**src/hw/rtl/mau_pkg.sv**
```systemverilog
`default_nettype none

package mau_pkg;

  // Field widths
  localparam int KP_W    = 24;
  localparam int GYRO_W  = 32;
  localparam int ACCEL_W = 18;
  localparam int STEP_W  = 24;
  localparam int QUAT_W  = 32;

  // Shared multiplier operand and product widths
  localparam int MUL_A_W = 37;
  localparam int MUL_B_W = 34;
  localparam int PROD_W  = 64;

  // Square root and divider widths
  localparam int RAD_W  = 64;
  localparam int ROOT_W = 33;
  localparam int DIVD_W = 64;
  localparam int DSR_W  = 33;
  localparam int QUO_W  = 32;

  // Default gain, 30.0 in Q8.16
  localparam logic [KP_W-1:0] KP_RESET = 24'd1966080;

endpackage

`default_nettype wire

```
**src/hw/rtl/mau_mul.sv**
```systemverilog
`default_nettype none

module mau_mul
  import mau_pkg::*;
(
  input  logic                       clk,
  input  logic signed [MUL_A_W-1:0]  mul_a,
  input  logic signed [MUL_B_W-1:0]  mul_b,
  output logic signed [PROD_W-1:0]   prod
);

  logic signed [MUL_A_W+MUL_B_W-1:0] full;
  logic signed [PROD_W-1:0]          prod_r;

  // Full signed product; every product used fits in 64 bits
  assign full = mul_a * mul_b;

  always_ff @(posedge clk) begin
    prod_r <= signed'(full[PROD_W-1:0]);
  end

  assign prod = prod_r;

endmodule

`default_nettype wire

```
**config.mk**
```make
export PLATFORM = sky130hd
export DESIGN_NAME = mau_mul
export DESIGN_NICKNAME = d
export VERILOG_FILES = /design/src/hw/rtl/mau_pkg.sv /design/src/hw/rtl/mau_mul.sv
export SDC_FILE = /design/constraint.sdc
export NUM_CORES = 2
export LEC_CHECK = 0
export BUFFER_PORTS_ARGS = -buffer_cell sky130_fd_sc_hd__buf_4
export CAP_MARGIN = 20
export CORE_ASPECT_RATIO = 0.6
export CORE_MARGIN = 3
export CORE_UTILIZATION = 67
export DETAILED_ROUTE_END_ITERATION = 8
export PLACE_DENSITY_LB_ADDON = 0.25
export RECOVER_POWER = 25
export SYNTH_ARGS = -nofsm -noshare
export SYNTH_HDL_FRONTEND = slang
export SYNTH_SLANG_ARGS = --single-unit
```
**constraint.sdc**
```tcl
create_clock -name clk -period 10.2 [get_ports clk]
set_clock_uncertainty 0.2 [all_clocks]
set_input_delay 2.04 -clock clk [delete_from_list [all_inputs] [get_ports clk]]
set_output_delay 2.04 -clock clk [all_outputs]
set_load 0.02 [all_outputs]
```
==> reports/qor.yml <==
status:
  status: "finished, final reports clean"
drt:
  drt-total-wl_mm: 127
  vias_per_cell: 5.72
  m1WireLength_mm: 51.7
  met3_length_mm: 29.7
  detail_route.wl_per_cell_um: 23.7
  drc: 0
  firstDrtPassIters: 8
  wl_met2_mm: 44.1
  maxUsedRoutingLayer: "met5"
  vias: 30700
  antenna_left: 0
  drt_iter0_drc: 3195
cts:
  cts_tree: "yes"
  ctsLongestPathBuffers: 2
  cts_hold_buf: 0
  postCtsSetupBuffers: 0
  post_cts_resized: 0
  clk_pin_slew_ns: 0.06
  cts_sinks: 64
  htreeDepth: 3
  cts_buffers: 9
  cts-root-buf: "clkbuf_16"
finish:
  largest_reg_flops: 64
  syn_to_final_growth_pct: 3.89
  drive_above_1_share_pct: 4.20
  fin_nets: 6038
logic_synthesis:
  synth_commonest_cells: "1245 x fa_1, 1200 x inv_1, 624 x nand2_1"
  synth_cells: 4577
  ys_ff_latch: 64
  syn-cell-area_um2: 43000
  yosysTopAreaCellShare_pct: 57.9
  ys_top_cells_by_area: "fa_1 58%, inv_1 10%, and2_1 8.9%"
  ys.flop_type: "dfxtp_1"
  yosysMostFrequentCell: "fa_1"
  ys_seq_area_share_pct: 2.98
  synth_edf_count: 0
  yosysUniqueCellTypes: 62
  syn_avg_cell_area_um2: 9.40
  yosysWarningCount: 0
  async_flop_share_pct: 0
  synth.largest_area_cell: "fa_1"
  syn-num-nets: 6096
critical_path:
  critPathKind: "in -> reg"
  worstPathRequired_ns: 10.24
  start_kind: "primary input"
  arrival_ns: 9.98
  crit_start: "mul_b[10]"
  cp-end-kind: "flip-flop"
  cp_max_fo: 34
timing:
  relSlewSlack_pct: 27.1
  max_freq_mhz: 101
  period_needed_ns: 9.94
  setup_tns_ns: 0
  setup-violations-final: 0
  rsz0062_at_grt: "no"
  worst_pin_slew_ns: 1.09
  maxSlewViolCount: 0
  hold_viol_final: 0
  fin_crit_sh_pct: 97.5
worst_hold_path:
  hold_class: "in -> reg"
  min_from: "mul_b[0]"
global_route:
  grt_max_degree: 38
  grt_pass1_vias: 32800
  gr-total-overflow: 0
  antenna_found_initial: 6
  track_usage_pct: 40.1
  grt_pass1_wl_mm: 199
die:
  fp.dieH_um: 202
  start_util_pct: 68.2
  io_pins: 136
  die_area_um2: 67400
  chipWidth_um: 333
  rows: 71
  core-area_um2: 63100
job:
  cap_violations: 0
placement:
  hpwl_mm: 106
  port_buffers: 135
  gp_congestion: 1.00
[layout make-up]
type / count / area (µm²)
diodes: 3 / 7.51
clock buffers: 10 / 239
repair buffers: 182 / 1270
inverters: 1201 / 4510
multi-input cells: 3061 / 36300
well taps: 839 / 1050
fillers: 4688 / 18400
flip-flops and latches: 64 / 1280
clock inverters: 6 / 66.3
[cell usage in the layout, fill, tap and decap left out, types with 2 or more instances in the layout]
cell	count
o21ai_2	2
o211a_1	2
a21o_1	34
clkbuf_1	32
buf_4	149
fa_1	1245
o21ai_1	8
ha_1	202
o21a_1	7
a2111oi_0	2
clkbuf_16	9
nand3_1	6
a221oi_1	2
xor2_1	26
a221oi_2	2
clkinvlp_4	3
o21ai_0	23
and2_1	610
a21oi_1	52
o211ai_1	8
a21oi_2	3
o31a_1	2
nor2b_1	2
o21bai_1	15
nor3_1	5
a31oi_1	5
xnor2_1	61
a221oi_4	2
inv_1	1200
nand2b_1	9
and3_1	9
diode_2	3
a211oi_1	8
nor2_1	44
nand4_1	15
dfxtp_1	64
or2_2	2
nand2_1	624
[cell families after synthesis]
group	share of synthesized area [%]
buf+inv	12.7
fa+ha+maj	63.8
compound gates	3.26
simple gates	15.5
xor+xnor	1.77
flops	2.98
[worst max-delay path, cell delays in order]
cell and delay, ns:
buf_4 0.42, and2_1 0.23, fa_1 0.42, fa_1 0.62, inv_1 0.08, fa_1 0.54
inv_1 0.06, fa_1 0.48, fa_1 0.68, fa_1 0.47, fa_1 0.50, inv_1 0.05
fa_1 0.59, inv_1 0.08, ha_1 0.37, nand2_1 0.11, o21ai_0 0.15, buf_4 0.18
a221oi_1 0.42, o21ai_0 0.23, a221oi_1 0.32, o21a_1 0.27, o31a_1 0.20, o21ai_0 0.13
a21oi_1 0.21, xnor2_1 0.09
[worst paths after layout]
kind	endpoint	slack [ns]	cells after the start
setup / recovery	prod[63]	0.26	26
hold / removal	prod[0]	2.03	2
[metal layers]
layer  vias up  GRT usage, %
met2      2343          46.5
met3       131          30.9
li1      12700             -
met1     15500          59.3
met4         8          4.38
met5         -          2.70
[through the flow]
step	setup slack, ns	util [%]	hold slack, ns	cells	area [µm²]
floorplan	0.816	-	1.97	4577	43000
global placement	0.230	70.5	2.25	5346	44500
detailed placement	0.168	70.5	2.25	5346	44500
CTS	0.479	71.0	2.02	5362	44800
global route	0.0987	70.8	2.03	5363	44700
finish	0.259	70.9	2.03	5366	44700
Power is left out: the tool's default activity adds up to more than one toggle a clock period on the data nets, which glitch-free logic cannot reach.
