## src/hw/rtl/mau_pkg.sv

```systemverilog
`default_nettype none

package mau_pkg;

  // Field widths
  localparam int KP_W    = 24;
  localparam int GYRO_W  = 32;
  localparam int ACCEL_W = 18;
  localparam int STEP_W  = 24;
  localparam int QUAT_W  = 32;

  // Shared multiplier operand and product widths
  localparam int MUL_A_W = 37;
  localparam int MUL_B_W = 34;
  localparam int PROD_W  = 64;

  // Square root and divider widths
  localparam int RAD_W  = 64;
  localparam int ROOT_W = 33;
  localparam int DIVD_W = 64;
  localparam int DSR_W  = 33;
  localparam int QUO_W  = 32;

  // Default gain, 30.0 in Q8.16
  localparam logic [KP_W-1:0] KP_RESET = 24'd1966080;

endpackage

`default_nettype wire

```

## src/hw/rtl/mau_div.sv

```systemverilog
`default_nettype none

module mau_div
  import mau_pkg::*;
(
  input  logic              clk,
  input  logic              rst_n,
  input  logic              start,
  input  logic [DIVD_W-1:0] dividend,
  input  logic [DSR_W-1:0]  divisor,
  output logic [QUO_W-1:0]  quotient,
  output logic              done
);

  localparam int CNT_W = $clog2(QUO_W);

  logic [DSR_W-1:0] rem_r;
  logic [QUO_W-1:0] quo_r;
  logic [DSR_W-1:0] dsr_r;
  logic [CNT_W-1:0] cnt_r;
  logic             busy_r;
  logic             done_r;
  logic [DSR_W:0]   trial;
  logic [DSR_W:0]   diff;
  logic             ge;

  // Restoring division; the upper dividend half is always below the divisor
  assign trial = {rem_r, quo_r[QUO_W-1]};
  assign diff  = trial - {1'b0, dsr_r};
  assign ge    = trial >= {1'b0, dsr_r};

  always_ff @(posedge clk) begin
    if (!rst_n) begin
      busy_r <= 1'b0;
      done_r <= 1'b0;
    end else begin
      done_r <= 1'b0;
      if (start) begin
        rem_r  <= DSR_W'(dividend[DIVD_W-1:QUO_W]);
        quo_r  <= dividend[QUO_W-1:0];
        dsr_r  <= divisor;
        cnt_r  <= CNT_W'(QUO_W - 1);
        busy_r <= 1'b1;
      end else if (busy_r) begin
        rem_r <= ge ? diff[DSR_W-1:0] : trial[DSR_W-1:0];
        quo_r <= {quo_r[QUO_W-2:0], ge};
        if (cnt_r == '0) begin
          busy_r <= 1'b0;
          done_r <= 1'b1;
        end else begin
          cnt_r <= cnt_r - 1'b1;
        end
      end
    end
  end

  assign quotient = quo_r;
  assign done     = done_r;

endmodule

`default_nettype wire

```

## config.mk

```make
export PLATFORM = sky130hd
export DESIGN_NAME = mau_div
export DESIGN_NICKNAME = d
export VERILOG_FILES = /design/src/hw/rtl/mau_pkg.sv /design/src/hw/rtl/mau_div.sv
export SDC_FILE = /design/constraint.sdc
export NUM_CORES = 1
export LEC_CHECK = 0
export ABC_AREA = 1
export BUFFER_PORTS_ARGS = -buffer_cell sky130_fd_sc_hd__buf_2
export CAP_MARGIN = 40
export CORE_MARGIN = 1.5
export CORE_UTILIZATION = 25
export DETAILED_ROUTE_END_ITERATION = 7
export PLACE_DENSITY = 0.39
export SYNTH_ARGS = -nofsm -noshare
export SYNTH_HDL_FRONTEND = slang
export SYNTH_SLANG_ARGS = --single-unit
```

## constraint.sdc

```tcl
create_clock -name clk -period 7.5 [get_ports clk]
set_clock_uncertainty 0.2 [all_clocks]
set_input_delay 1.125 -clock clk [delete_from_list [all_inputs] [get_ports clk]]
set_output_delay 1.125 -clock clk [all_outputs]
set_load 0.03 [all_outputs]
```

==> results <==
- The clock drives ~110 sinks.
- The register clock-pin slew on the reported worst setup and hold paths is 0.08 ns.
- The layout-stage area growth over the synthesis result is 17.8%.
- The number of global-route vias before repair is 6459.
- After detailed routing, the number of remaining DRC violations is 0.
- The HPWL after detailed placement is between 15000 and 20000 µm.
- From bottom edge to top edge, the die measures 175 µm.
- The global-route track usage on met2 is ~24%.
- The most common cell after layout, fill and taps aside is nand2_1.
- The clock tree from TritonCTS is built.
- The core region is 28900 µm².
- The critical path's largest stage delay is about 0.6 ns.
- The average cell area after synthesis is 7.33 µm².
- The total leakage power is ~4.5 nW.
- The tool flagged a number of max-cap violations equal to 0.
- The power density over cell area is 199 nW/µm².
- The detailed-router iteration count before antenna repair is 4.
- In the global route stage, met3 resource usage came out at under 10%.
- The run finished with clean final reports.
- For this run, the number of Yosys warnings is 0.
- The number of buffer and inverter stages on the critical path is 5.
- The total vias in the final route is ~6.4k.
- The number of gates resized after CTS was 0.
- STA classifies the critical path startpoint as an input port.
- In this run the core area contains 62 standard-cell rows.
- Counting distinct cell types in the post-synthesis netlist gives 37.
- At the end of the flow, the number of nets in the layout was 1272.
- For this block, the routed nets add up to around 22000 µm of wire.
- The register area share after synthesis is between 40 and 50%.
- Summed over all failing endpoints, the final setup total negative slack is 0 ns.
- For the worst setup path, the data required time is around 7.4 ns.
- In this run, post-CTS hold repair placed 0 buffers.
- The cell area after technology mapping is between 7000 and 8000 µm².
- Leaving out fill and tap cells, the most frequent cells in the layout are nand2_1, inv_1, buf_2.
- The worst vdd rail ir drop is between 0.00009 and 0.0001 V.
- The detail route stage leaves a number of antenna-violating nets equal to 0.
- TritonCTS created 9 clock buffers.
- The initial utilization of the core area, before any placement, comes to about a quarter.
- The final count of pins violating max slew is 0.
- The register bit count reported by yosys is 105.
- The first global-routing pass estimated 35000 µm of wire.
- Using the TritonRoute via totals, the vias-per-cell ratio works out to about 4.2.
- In the final routed layout, each cell accounts on average for between 10 and 15 µm.
- The minimum period implied by the final worst setup slack is 3.14 ns.
- The worst-case clock buffer depth is 2.
- Data arrives at the worst endpoint at about 3.0 ns.
- The fraction of registers with async set or reset after synthesis is 0%.
- The cell family contributing the most delay on the critical path is buffers and inverters.
- Global routing consumed, over all layers together, 14.6% of the routing resources.
- The weighted congestion at the end of routability-driven global placement is 0.791.
- The relative max-transition margin is roughly 45%.
- The utilization after layout is approximately 30%.
- The worst-margin pin slew is 0.825 ns.
- STA classifies the critical path endpoint as a flip-flop.
- The share of post-route cells with drive strength above 1 is 16.0%.
- The number of hold-slack violations in the final timing report came to 0.
- In the finished design, the share of the clock period the worst path needs comes to 41.8%.
- The path class of the tightest hold or removal check is reg -> reg.
- Entering global routing, the biggest net connects 70 pins.
- The insertion delay of the later-clocked pin in the worst-skew pair is roughly 0.37 ns.
- The number of antenna violations at the first check in global routing is 2.
- Setup repair after global routing left no endpoint under its margin.
- The post-synthesis cell count is around 1.0k.
- Buffers added to address setup during post-CTS repair amount to 0.
- The area of the die is 30700 µm².
- For this run, global-route usage on met1 was measured as 19.4%.
- 133 I/O pins were placed.
- The overall overflow remaining after global route is 0.
- The most used routing layer in global routing is met2.
- Setup violations remaining at the end of the flow were counted as 0.
- After the first detailed-routing iteration, the DRC count stood at ~240.
- The port buffer count is about 130.
- The critical path in this run is classified as in -> reg.
- The count of H-tree levels built during CTS is 3.
- The synthesized netlist net count is approximately 1.1k.
- The number of antenna diodes in the final layout is 0.
- The biggest fanout along the worst timing path is between 60 and 70.
- The signal on the critical path passes through buf_2 -> buf_4 -> inv_2 -> a21oi_4 -> buf_4 -> o21ai_0 -> inv_1.
- Yosys mapped a number of flops with a built-in enable equal to about 100.
- The maximum clock rate is approximately 320 MHz.
- The clock tree root driver cell is clkbuf_16.
- Among all stages on the critical path, the largest delay is contributed by buf_4.
- Counting stages on the worst path, the most repeated cell is buf_4.
- The x dimension of the die is roughly 180 µm.
- The most used flip-flop cell after synthesis is edfxtp_1.
[synthesized netlist by cell type (2+ instances only)]
master,number,area share (%)
buf_1,2,0.10
nand4_1,8,0.67
buf_6,6,0.91
xnor2_1,13,1.5
inv_1,172,8.7
nor2_1,45,2.3
nor2_2,6,0.51
nand3_1,72,4.9
inv_2,2,0.10
clkbuf_1,9,0.46
o21ai_0,6,0.40
nor2_4,5,0.76
o21bai_1,4,0.40
a21oi_1,21,1.4
nand3b_1,27,2.7
edfxtp_1,103,42
buf_4,2,0.20
clkinv_1,5,0.25
nand2_2,9,0.76
dfxtp_1,2,0.54
nor3_1,2,0.13
and2_1,4,0.34
ha_1,35,5.9
nand2_1,436,22
buf_2,4,0.27
[final cells by class]
type,count,area [µm²]
Fill cell,3191,20200
Sequential cell,105,3130
Clock buffer,10,229
Clock inverter,6,60.1
Multi-Input combinational cell,704,3470
Inverter,179,672
Timing Repair Buffer,137,698
Tap cell,384,480
[state kept, by name (all words and copies together) (netlist names)]
signal and cells:
quotient 32, dsr_r 33, busy_r 1, rem_r 33
done 1, cnt_r 5
[stage by stage]
stage	instances	setup WS [ns]	hold WS, ns	power [mW]	cell area, µm²
2_1_floorplan	1012	1.49	0.222	1.12	7420
3_3_place_gp	1509	3.92	0.320	1.27	8450
3_5_place_dp	1509	3.88	0.317	1.27	8450
4_1_cts	1525	4.29	0.339	1.77	8740
5_1_grt	1525	4.11	0.379	1.86	8740
6_report	1525	4.36	0.328	1.74	8740
[per-layer routing]
layer	share of wire, %	vias up
met4	1.1	4
met5	0.097	-
met3	4.8	16
met2	45	128
li1	-	3392
met1	49	2885
[logic make-up (layout without fill, tap and decap cells)]
logic type,count (synthesis),count (layout),synth area share [%]
DFF,105,105,42.2
AOI/OAI and AO/OA,33,33,2.38
xor gates and xnor gates,14,14,1.65
adders and majority gates,36,36,6.17
and+or+nand+nor,621,621,36.4
buffers and inverters,203,332,11.2
[tightest hold or removal path, stage by stage (launching register included)]
cell and delay, ns:
dfxtp_1 0.31, inv_1 0.10, nor4_1 0.07
[final timing paths]
kind | startpoint | endpoint | slack [ns] | cells past startpoint
worst max-delay path | start | cnt_r[0] | 4.36 | 7
worst max register to register | quotient[31] | rem_r[32] | 4.42 | 12
worst min-delay path | busy_r | done | 0.33 | 2
worst min register to register | busy_r | done | 0.33 | 2
[power by group]
part | internal (mW) | leakage, nW | total, mW | switching (mW)
combinational | 0.182 | 3.38 | 0.532 | 0.349
clock | 0.235 | 0.143 | 0.483 | 0.248
sequential | 0.703 | 0.993 | 0.722 | 0.0195
total | 1.12 | 4.52 | 1.74 | 0.617
(Power assumes the default switching activity.)
