<file path="src/hw/rtl/mau_pkg.sv">
`default_nettype none

package mau_pkg;

  // Field widths
  localparam int KP_W    = 24;
  localparam int GYRO_W  = 32;
  localparam int ACCEL_W = 18;
  localparam int STEP_W  = 24;
  localparam int QUAT_W  = 32;

  // Shared multiplier operand and product widths
  localparam int MUL_A_W = 37;
  localparam int MUL_B_W = 34;
  localparam int PROD_W  = 64;

  // Square root and divider widths
  localparam int RAD_W  = 64;
  localparam int ROOT_W = 33;
  localparam int DIVD_W = 64;
  localparam int DSR_W  = 33;
  localparam int QUO_W  = 32;

  // Default gain, 30.0 in Q8.16
  localparam logic [KP_W-1:0] KP_RESET = 24'd1966080;

endpackage

`default_nettype wire

</file>
<file path="src/hw/rtl/mau_isqrt.sv">
`default_nettype none

module mau_isqrt
  import mau_pkg::*;
(
  input  logic              clk,
  input  logic              rst_n,
  input  logic              start,
  input  logic [RAD_W-1:0]  rad,
  output logic [ROOT_W-1:0] root,
  output logic              done
);

  logic [RAD_W-1:0] rad_r;
  logic [RAD_W-1:0] res_r;
  logic [RAD_W-1:0] bit_r;
  logic             busy_r;
  logic             done_r;
  logic [RAD_W-1:0] trial;

  assign trial = res_r + bit_r;

  // Digit-by-digit root, one bit pair per cycle
  always_ff @(posedge clk) begin
    if (!rst_n) begin
      busy_r <= 1'b0;
      done_r <= 1'b0;
    end else begin
      done_r <= 1'b0;
      if (start) begin
        rad_r  <= rad;
        res_r  <= '0;
        bit_r  <= RAD_W'(1) << (RAD_W - 2);
        busy_r <= 1'b1;
      end else if (busy_r) begin
        if (rad_r >= trial) begin
          rad_r <= rad_r - trial;
          res_r <= (res_r >> 1) + bit_r;
        end else begin
          res_r <= res_r >> 1;
        end
        bit_r <= bit_r >> 2;
        if (bit_r[0]) begin
          busy_r <= 1'b0;
          done_r <= 1'b1;
        end
      end
    end
  end

  assign root = res_r[ROOT_W-1:0];
  assign done = done_r;

endmodule

`default_nettype wire

</file>
<file path="config.mk">
export PLATFORM = sky130hd
export DESIGN_NAME = mau_isqrt
export DESIGN_NICKNAME = d
export VERILOG_FILES = /design/src/hw/rtl/mau_pkg.sv /design/src/hw/rtl/mau_isqrt.sv
export SDC_FILE = /design/constraint.sdc
export NUM_CORES = 1
export LEC_CHECK = 0
export ABC_AREA = 0
export BUFFER_PORTS_ARGS = -buffer_cell sky130_fd_sc_hd__buf_2
export CAP_MARGIN = 0
export CORE_UTILIZATION = 30
export CTS_CLUSTER_DIAMETER = 50
export DETAILED_ROUTE_END_ITERATION = 6
export PLACE_DENSITY = 0.45
export SYNTH_ARGS = -nofsm -noshare
export SYNTH_HDL_FRONTEND = slang
export SYNTH_SLANG_ARGS = --single-unit
</file>
<file path="constraint.sdc">
create_clock -name clk -period 17.9 [get_ports clk]
set_clock_uncertainty 0.15 [all_clocks]
set_input_delay 3.58 -clock clk [delete_from_list [all_inputs] [get_ports clk]]
set_output_delay 3.58 -clock clk [all_outputs]
set_load 0.005 [all_outputs]
</file>
==> reports/summary.txt, run 1 <==
Run status: complete, no violations
Initial antenna violation count: 0
Min Tclk post-route: 6870 ps
Unrepaired setup endpoints after global routing: no
Most Frequent Cell on Critical Path: a21oi_1
Ant diodes: 0
Layout area overhead: 8.99%
Met1 wire length: 22800 µm
Die Area: 54200 µm²
Reg2Reg Setup Slack: 11030 ps
Clock-pin slew of the registers on the worst-case setup and hold paths: 70 ps
Hold slack: 347 ps
Leak pwr: 6.49 nW
CP endpoint: res_r[42]
Synthesized flop and latch total: 162
Kind of critical path: reg2reg
Gr usage total: 19.6%
Highest Signal Layer: met4
Post-Syn Area: 16000 µm²
Ys Warns: 0
Final ANT Viol Nets: 0
Highest clock rate: 146 MHz
Hold Path Class: reg2reg
Avg Cell Area, Syn: 8.46 µm²
Hold Vio Cnt, Final: 0
Final setup violation count: 0
Vias per cell: 5.55
Top delay family on crit path: compound AO/OA/AOI/OAI gates
Syn_nets: 2086
Hold-fix buffers at CTS: 0
Post-synth cell types: 82
Slew HR: 36.0%
Num CTS Buffers: 17
Synth async-reset ratio: 0%
CP Capture Type: register
Number of DRC markers in iteration 0: 871
CP max FO: 54
EDFF count, synth: 160
Vias in the first global route: 14500
Cell Chain, Critical Path: ha_1 > a31o_2 > a31oi_1 > nor4b_1 > o21ai_0 > a21oi_1 > o211ai_1 > o31ai_1 > a21boi_0 > xor2_1 > ha_1 > a21oi_1 > o21bai_1 > a21oi_1 > o21ai_0 > a221o_1 > a221o_1 > buf_4 > or2_2 > buf_4 > nor2_1 > a211oi_2
Met2 WL: 26200 µm
Req. time, crit path: 17980 ps
Worst Tran Pin Value: 960 ps
Met3 Wirelength: 1850 µm
Largest net degree at the start of global routing: 65
Avg WL per Cell: 20.0 µm
Commonest non-fill, non-tap cells in the layout: 206 x nand2_1, 168 x nor2_1, 160 x edfxtp_1
Sink Count: 162
Layout net count: 2099
Sequential area share after synthesis: 30.3%
DRC: 0
Maximum vdd drop: 0.0000907 V
TNS Setup: 0 ps
Worst Reg-to-Reg Cells: 22
Worst path depth: 22
Die Height: 233 µm
Port bufs: 100
Die W: 233 µm
Buf+Inv Stages, Crit Path: 2
FILL cells: 5649
CP arrival: 6950 ps
Max-cap violations: 0
R2r startpoint: res_r[2]
Detailed Routing Iterations Pass 1: 5
Reg2reg end: res_r[42]
Top_reg_cell synth: edfxtp_1
CTS max path bufs: 2
Final Slew Violations: 0
Fin crit share: 38.4%
# rows: 84
Clk_lat worst skew: 510 ps
IO Pins: 101
Ratio of cells with drive above 1 in the final layout: 10.0%
H-tree Lvls: 4
Slowest cell delay on critical path: 480 ps
Mapped Cells: 1888
Grt ovf: 0
HPWL after DPL: 39600 µm
Routability Congestion: 0.895
Type of origin of the critical path: register
Global-route wire length before repair: 81800 µm
CTS tree: yes
P per Cell Area: 98.1 nW/µm²
DRT Wirelength: 51900 µm
Post-CTS Resized: 0
Routed vias: 14400
Core ar.: 52600 µm²
CP Launch Point: res_r[2]
Starting Density: 30.4%
Crit-path slowest cell: edfxtp_1
Post-CTS setup buffers: 0
Commonest non-fill, non-tap cell in the layout: nand2_1
CTS root buffer: clkbuf_16
-- report_power, final --
group          total (mW)  leakage, nW  internal [mW]  switching (mW)
Combinational       0.788         4.66          0.301           0.487
Sequential          0.527         1.55          0.480          0.0470
Clock               0.392        0.273          0.207           0.185
Total                1.71         6.49          0.988           0.719
-- sequential cells by signal, indices dropped and copies added (netlist names) --
name	count
busy_r	1
done	1
res_r	64
bit_r	32
rad_r	64
-- cell type report --
cell class	instances	area (µm²)	share of cell area [%]
multi-input cells	1570	10400	59.7
flip-flops and latches	162	4840	27.8
well taps	688	861	4.95
repair buffers	110	582	3.34
clock buffers	19	433	2.49
inverters	40	150	0.863
clock inverters	13	148	0.848
-- worst min path at each step --
stage | startpoint | to | slack [ps] | cells after the start
CTS | busy_r | done | 350 | 1
global route | busy_r | done | 370 | 1
detailed placement | busy_r | done | 340 | 1
floorplan | busy_r | done | 300 | 1
global placement | busy_r | done | 340 | 1
finish | busy_r | done | 350 | 1
-- per-stage QoR --
step                cells  cell area [µm²]  worst slack [ps]  utilization (%)  power (mW)
finish               2602            17400             11030             33.1        1.71
global route         2602            17400             10430             33.1        1.83
CTS                  2602            17400             11020             33.1        1.72
detailed placement   2570            16800             11050             32.0        1.32
global placement     2570            16800             11110             32.0        1.32
floorplan            1888            16000              5980                -        1.12
-- layer usage --
metal | vias up | global-route usage (%)
met5 | - | 0
met3 | 57 | 2.63
met4 | 0 | 6.76
met2 | 295 | 35.0
li1 | 7065 | -
met1 | 7027 | 23.9
-- cells in the mapped netlist, drive strengths merged, types with 17 or more instances --
library cell | instances | share of area [%]
a211oi | 41 | 2.5
xor2 | 90 | 4.9
ha | 130 | 10
a21oi | 119 | 3.8
nand3 | 39 | 1.2
nand4 | 48 | 1.9
o21a | 25 | 1.2
a21o | 45 | 2.1
clkbuf | 69 | 1.6
nor3 | 42 | 1.3
xnor2 | 69 | 3.8
and2 | 17 | 0.67
nand2 | 206 | 4.8
nor2b | 49 | 1.9
o21ai | 161 | 5.0
buf | 47 | 2.2
inv | 40 | 0.94
edfxtp | 160 | 30
or3 | 18 | 0.71
nor2 | 170 | 4.0
a31oi | 59 | 2.3
o21bai | 48 | 2.3
-- cells by family (layout without fill, tap and decap cells) --
logic type,Yosys count,after routing,synth area share [%]
and+or+nand+nor,658,658,19.6
AOI/OAI and AO/OA,617,617,26.0
DFF,162,162,30.3
xor gates and xnor gates,159,159,8.72
buffers and inverters,156,182,4.73
adders and majority gates,131,131,10.3
muxes,5,5,0.345
-- worst register-to-register path: cells and delay by family, from the launching register on --
family	cells	cell delay, ps
compound gates	14	3300
simple gates	3	1060
fa+ha+maj	2	820
xor+xnor	1	190
buf+inv	2	600
flops	1	480
Power figures use the tool's default switching activity.
==> run 2, diff against run 1 <==
--- a/config.mk
+++ b/config.mk
@@ -5,13 +5,13 @@
 export SDC_FILE = /design/constraint.sdc
 export NUM_CORES = 1
 export LEC_CHECK = 0
-export ABC_AREA = 0
+export ABC_AREA = 1
 export BUFFER_PORTS_ARGS = -buffer_cell sky130_fd_sc_hd__buf_2
 export CAP_MARGIN = 0
 export CORE_UTILIZATION = 30
 export CTS_CLUSTER_DIAMETER = 50
 export DETAILED_ROUTE_END_ITERATION = 6
-export PLACE_DENSITY = 0.45
+export PLACE_DENSITY = 0.46
 export SYNTH_ARGS = -nofsm -noshare
 export SYNTH_HDL_FRONTEND = slang
 export SYNTH_SLANG_ARGS = --single-unit
==> constraint.sdc (replaced) <==
create_clock -name clk -period 6.3 [get_ports clk]
set_clock_uncertainty 0.15 [all_clocks]
set_input_delay 1.26 -clock clk [delete_from_list [all_inputs] [get_ports clk]]
set_output_delay 1.26 -clock clk [all_outputs]
set_load 0.005 [all_outputs]
==> reports/summary.txt, run 2 <==
Run status: complete, no violations
Yosys top cell area share: 25.9%
CP max FO: 21
Slew HR: 38.3%
Hold Vio Cnt, Final: 0
Ys Warns: 0
CP arrival: 5480 ps
Die Height: 263 µm
Hold Path Class: reg2reg
Fin crit share: 86.1%
IO Pins: 101
Post-Syn Area: 20400 µm²
Final ANT Viol Nets: 0
Die Area: 68900 µm²
Min Tclk post-route: 5420 ps
CTS root buffer: clkbuf_16
Vias per cell: 4.79
Routability Congestion: 0.933
Clk_lat worst skew: 510 ps
DRC: 0
Routed vias: 21200
Port bufs: 100
Sequential area share after synthesis: 23.8%
Unrepaired setup endpoints after global routing: no
Area leader, netlist: nand2_1
Vias in the first global route: 21000
Largest net degree at the start of global routing: 82
Num CTS Buffers: 17
Synthesized flop and latch total: 162
P per Cell Area: 257 nW/µm²
Worst Tran Pin Value: 926 ps
Starting Density: 30.3%
Area contributors post-synth: nand2_1 26%, edfxtp_1 24%, inv_1 11%
Maximum vdd drop: 0.000128 V
Syn_nets: 3688
Post-layout instance area: 22300 µm²
Area after DPL: 21600 µm²
Gr usage total: 23.6%
Type of origin of the critical path: register
Final Slew Violations: 0
Core Util, Final: 33.1%
TNS Setup: 0 ps
Kind of critical path: reg2reg
Global-route wire length before repair: 122000 µm
Post-CTS Resized: 0
Mapped Cells: 3490
Synth async-reset ratio: 0%
Ant diodes: 0
Sink Count: 162
# rows: 95
Avg WL per Cell: 18.2 µm
Avg Cell Area, Syn: 5.84 µm²
Req. time, crit path: 6360 ps
Top_reg_cell synth: edfxtp_1
Leak pwr: 11.5 nW
Post-route insts no fill: 4434
Grt ovf: 0
Layout area overhead: 9.30%
DRT Wirelength: 80800 µm
CTS max path bufs: 2
H-tree Lvls: 4
Die W: 263 µm
Clock-pin slew of the registers on the worst-case setup and hold paths: 90 ps
EDFF count, synth: 160
Commonest non-fill, non-tap cell in the layout: nand2_1
CTS tree: yes
Top Registers: rad_r (64), res_r (64), bit_r (32)
Final setup violation count: 0
Detailed Routing Iterations Pass 1: 5
Initial antenna violation count: 0
Post-synth cell types: 45
Number of DRC markers in iteration 0: 1549
Max-cap violations: 0
Commonest non-fill, non-tap cells in the layout: 1404 x nand2_1, 581 x inv_1, 340 x nor2_1
Post-CTS setup buffers: 0
Commonest cells in the netlist: 1404 x nand2_1, 582 x inv_1, 340 x nor2_1, 221 x nand3_1, 160 x edfxtp_1
Highest clock rate: 184 MHz
Ratio of cells with drive above 1 in the final layout: 5.45%
Core ar.: 67200 µm²
Inst Count DP: 4402
Cell with the most instances after synthesis: nand2_1
Layout net count: 3746
Final Power: 5.73 mW
Hold-fix buffers at CTS: 0
HPWL after DPL: 68100 µm
CP Capture Type: register
==> run 2: cell count changes after synthesis, sizes merged, moves of 49 or more <==
cell    change
nand2    +1216
inv       +545
nand3     +183
nor2      +180
a31oi      -58
clkbuf     -49
nor2b      -49
==> run 2: layer usage <==
layer / GRT usage, % / vias to the layer above / wire length (µm)
met5: 0 / - / 0
met4: 8.66 / 0 / 2530
met3: 2.23 / 99 / 2920
met2: 39.3 / 488 / 37100
met1: 31.5 / 9613 / 38200
li1: - / 11000 / -
==> run 2: report_power, final <==
part / leakage, nW / switching (mW) / internal, mW / total (mW)
sequential: 1.55 / 0.176 / 1.38 / 1.56
combinational: 9.62 / 2.06 / 0.980 / 3.04
clock: 0.293 / 0.596 / 0.537 / 1.13
total: 11.5 / 2.83 / 2.90 / 5.73
==> run 2: final timing paths <==
path / depth (start not counted) / start / slack [ps] / to
max: 22 / res_r[22] / 880 / rad_r[10]
min: 2 / busy_r / 370 / done
max reg2reg: 22 / res_r[22] / 880 / rad_r[10]
min reg2reg: 2 / busy_r / 370 / done
==> run 2: layout make-up <==
| cell class | count | area (µm²) |
|---|---|---|
| Inverter | 585 | 2200 |
| Tap cell | 873 | 1090 |
| Sequential cell | 162 | 4840 |
| Timing Repair Buffer | 113 | 638 |
| Clock inverter | 15 | 185 |
| Multi-Input combinational cell | 2669 | 12900 |
| Clock buffer | 17 | 425 |
| Fill cell | 7663 | 44900 |
==> run 2: cell families (layout without fill, tap and decap cells) <==
family | count (synthesis) | count (layout) | synth area share (%)
simple gates | 2115 | 2115 | 42.3
buf+inv | 659 | 730 | 13.0
compound gates | 319 | 319 | 8.33
flops | 162 | 162 | 23.8
fa+ha+maj | 131 | 131 | 8.09
xor+xnor | 104 | 104 | 4.47
==> run 2: through the flow <==
step | setup WS (ps) | hold slack [ps]
after floorplan | 798 | 331
after global placement | 926 | 359
after detailed placement | 948 | 357
after CTS | 921 | 369
after global routing | 307 | 401
final | 878 | 366
==> run 2: critical path, stage by stage, from the launching register on <==
cell and delay [ps]:
edfxtp_1 560, ha_1 450, nand2_1 80, o21ai_0 320, nand2_1 120, o21ai_0 440, a21oi_1 80, o21ai_0 300
nand3_1 200, nand3b_1 140, nand2_1 70, ha_1 380, nand2_1 110, nor2_2 150, inv_1 60, nor2_1 150
nand2_1 110, nor3_2 130, nand2_2 110, nand2_2 120, o21ai_0 100, inv_2 440, buf_4 350
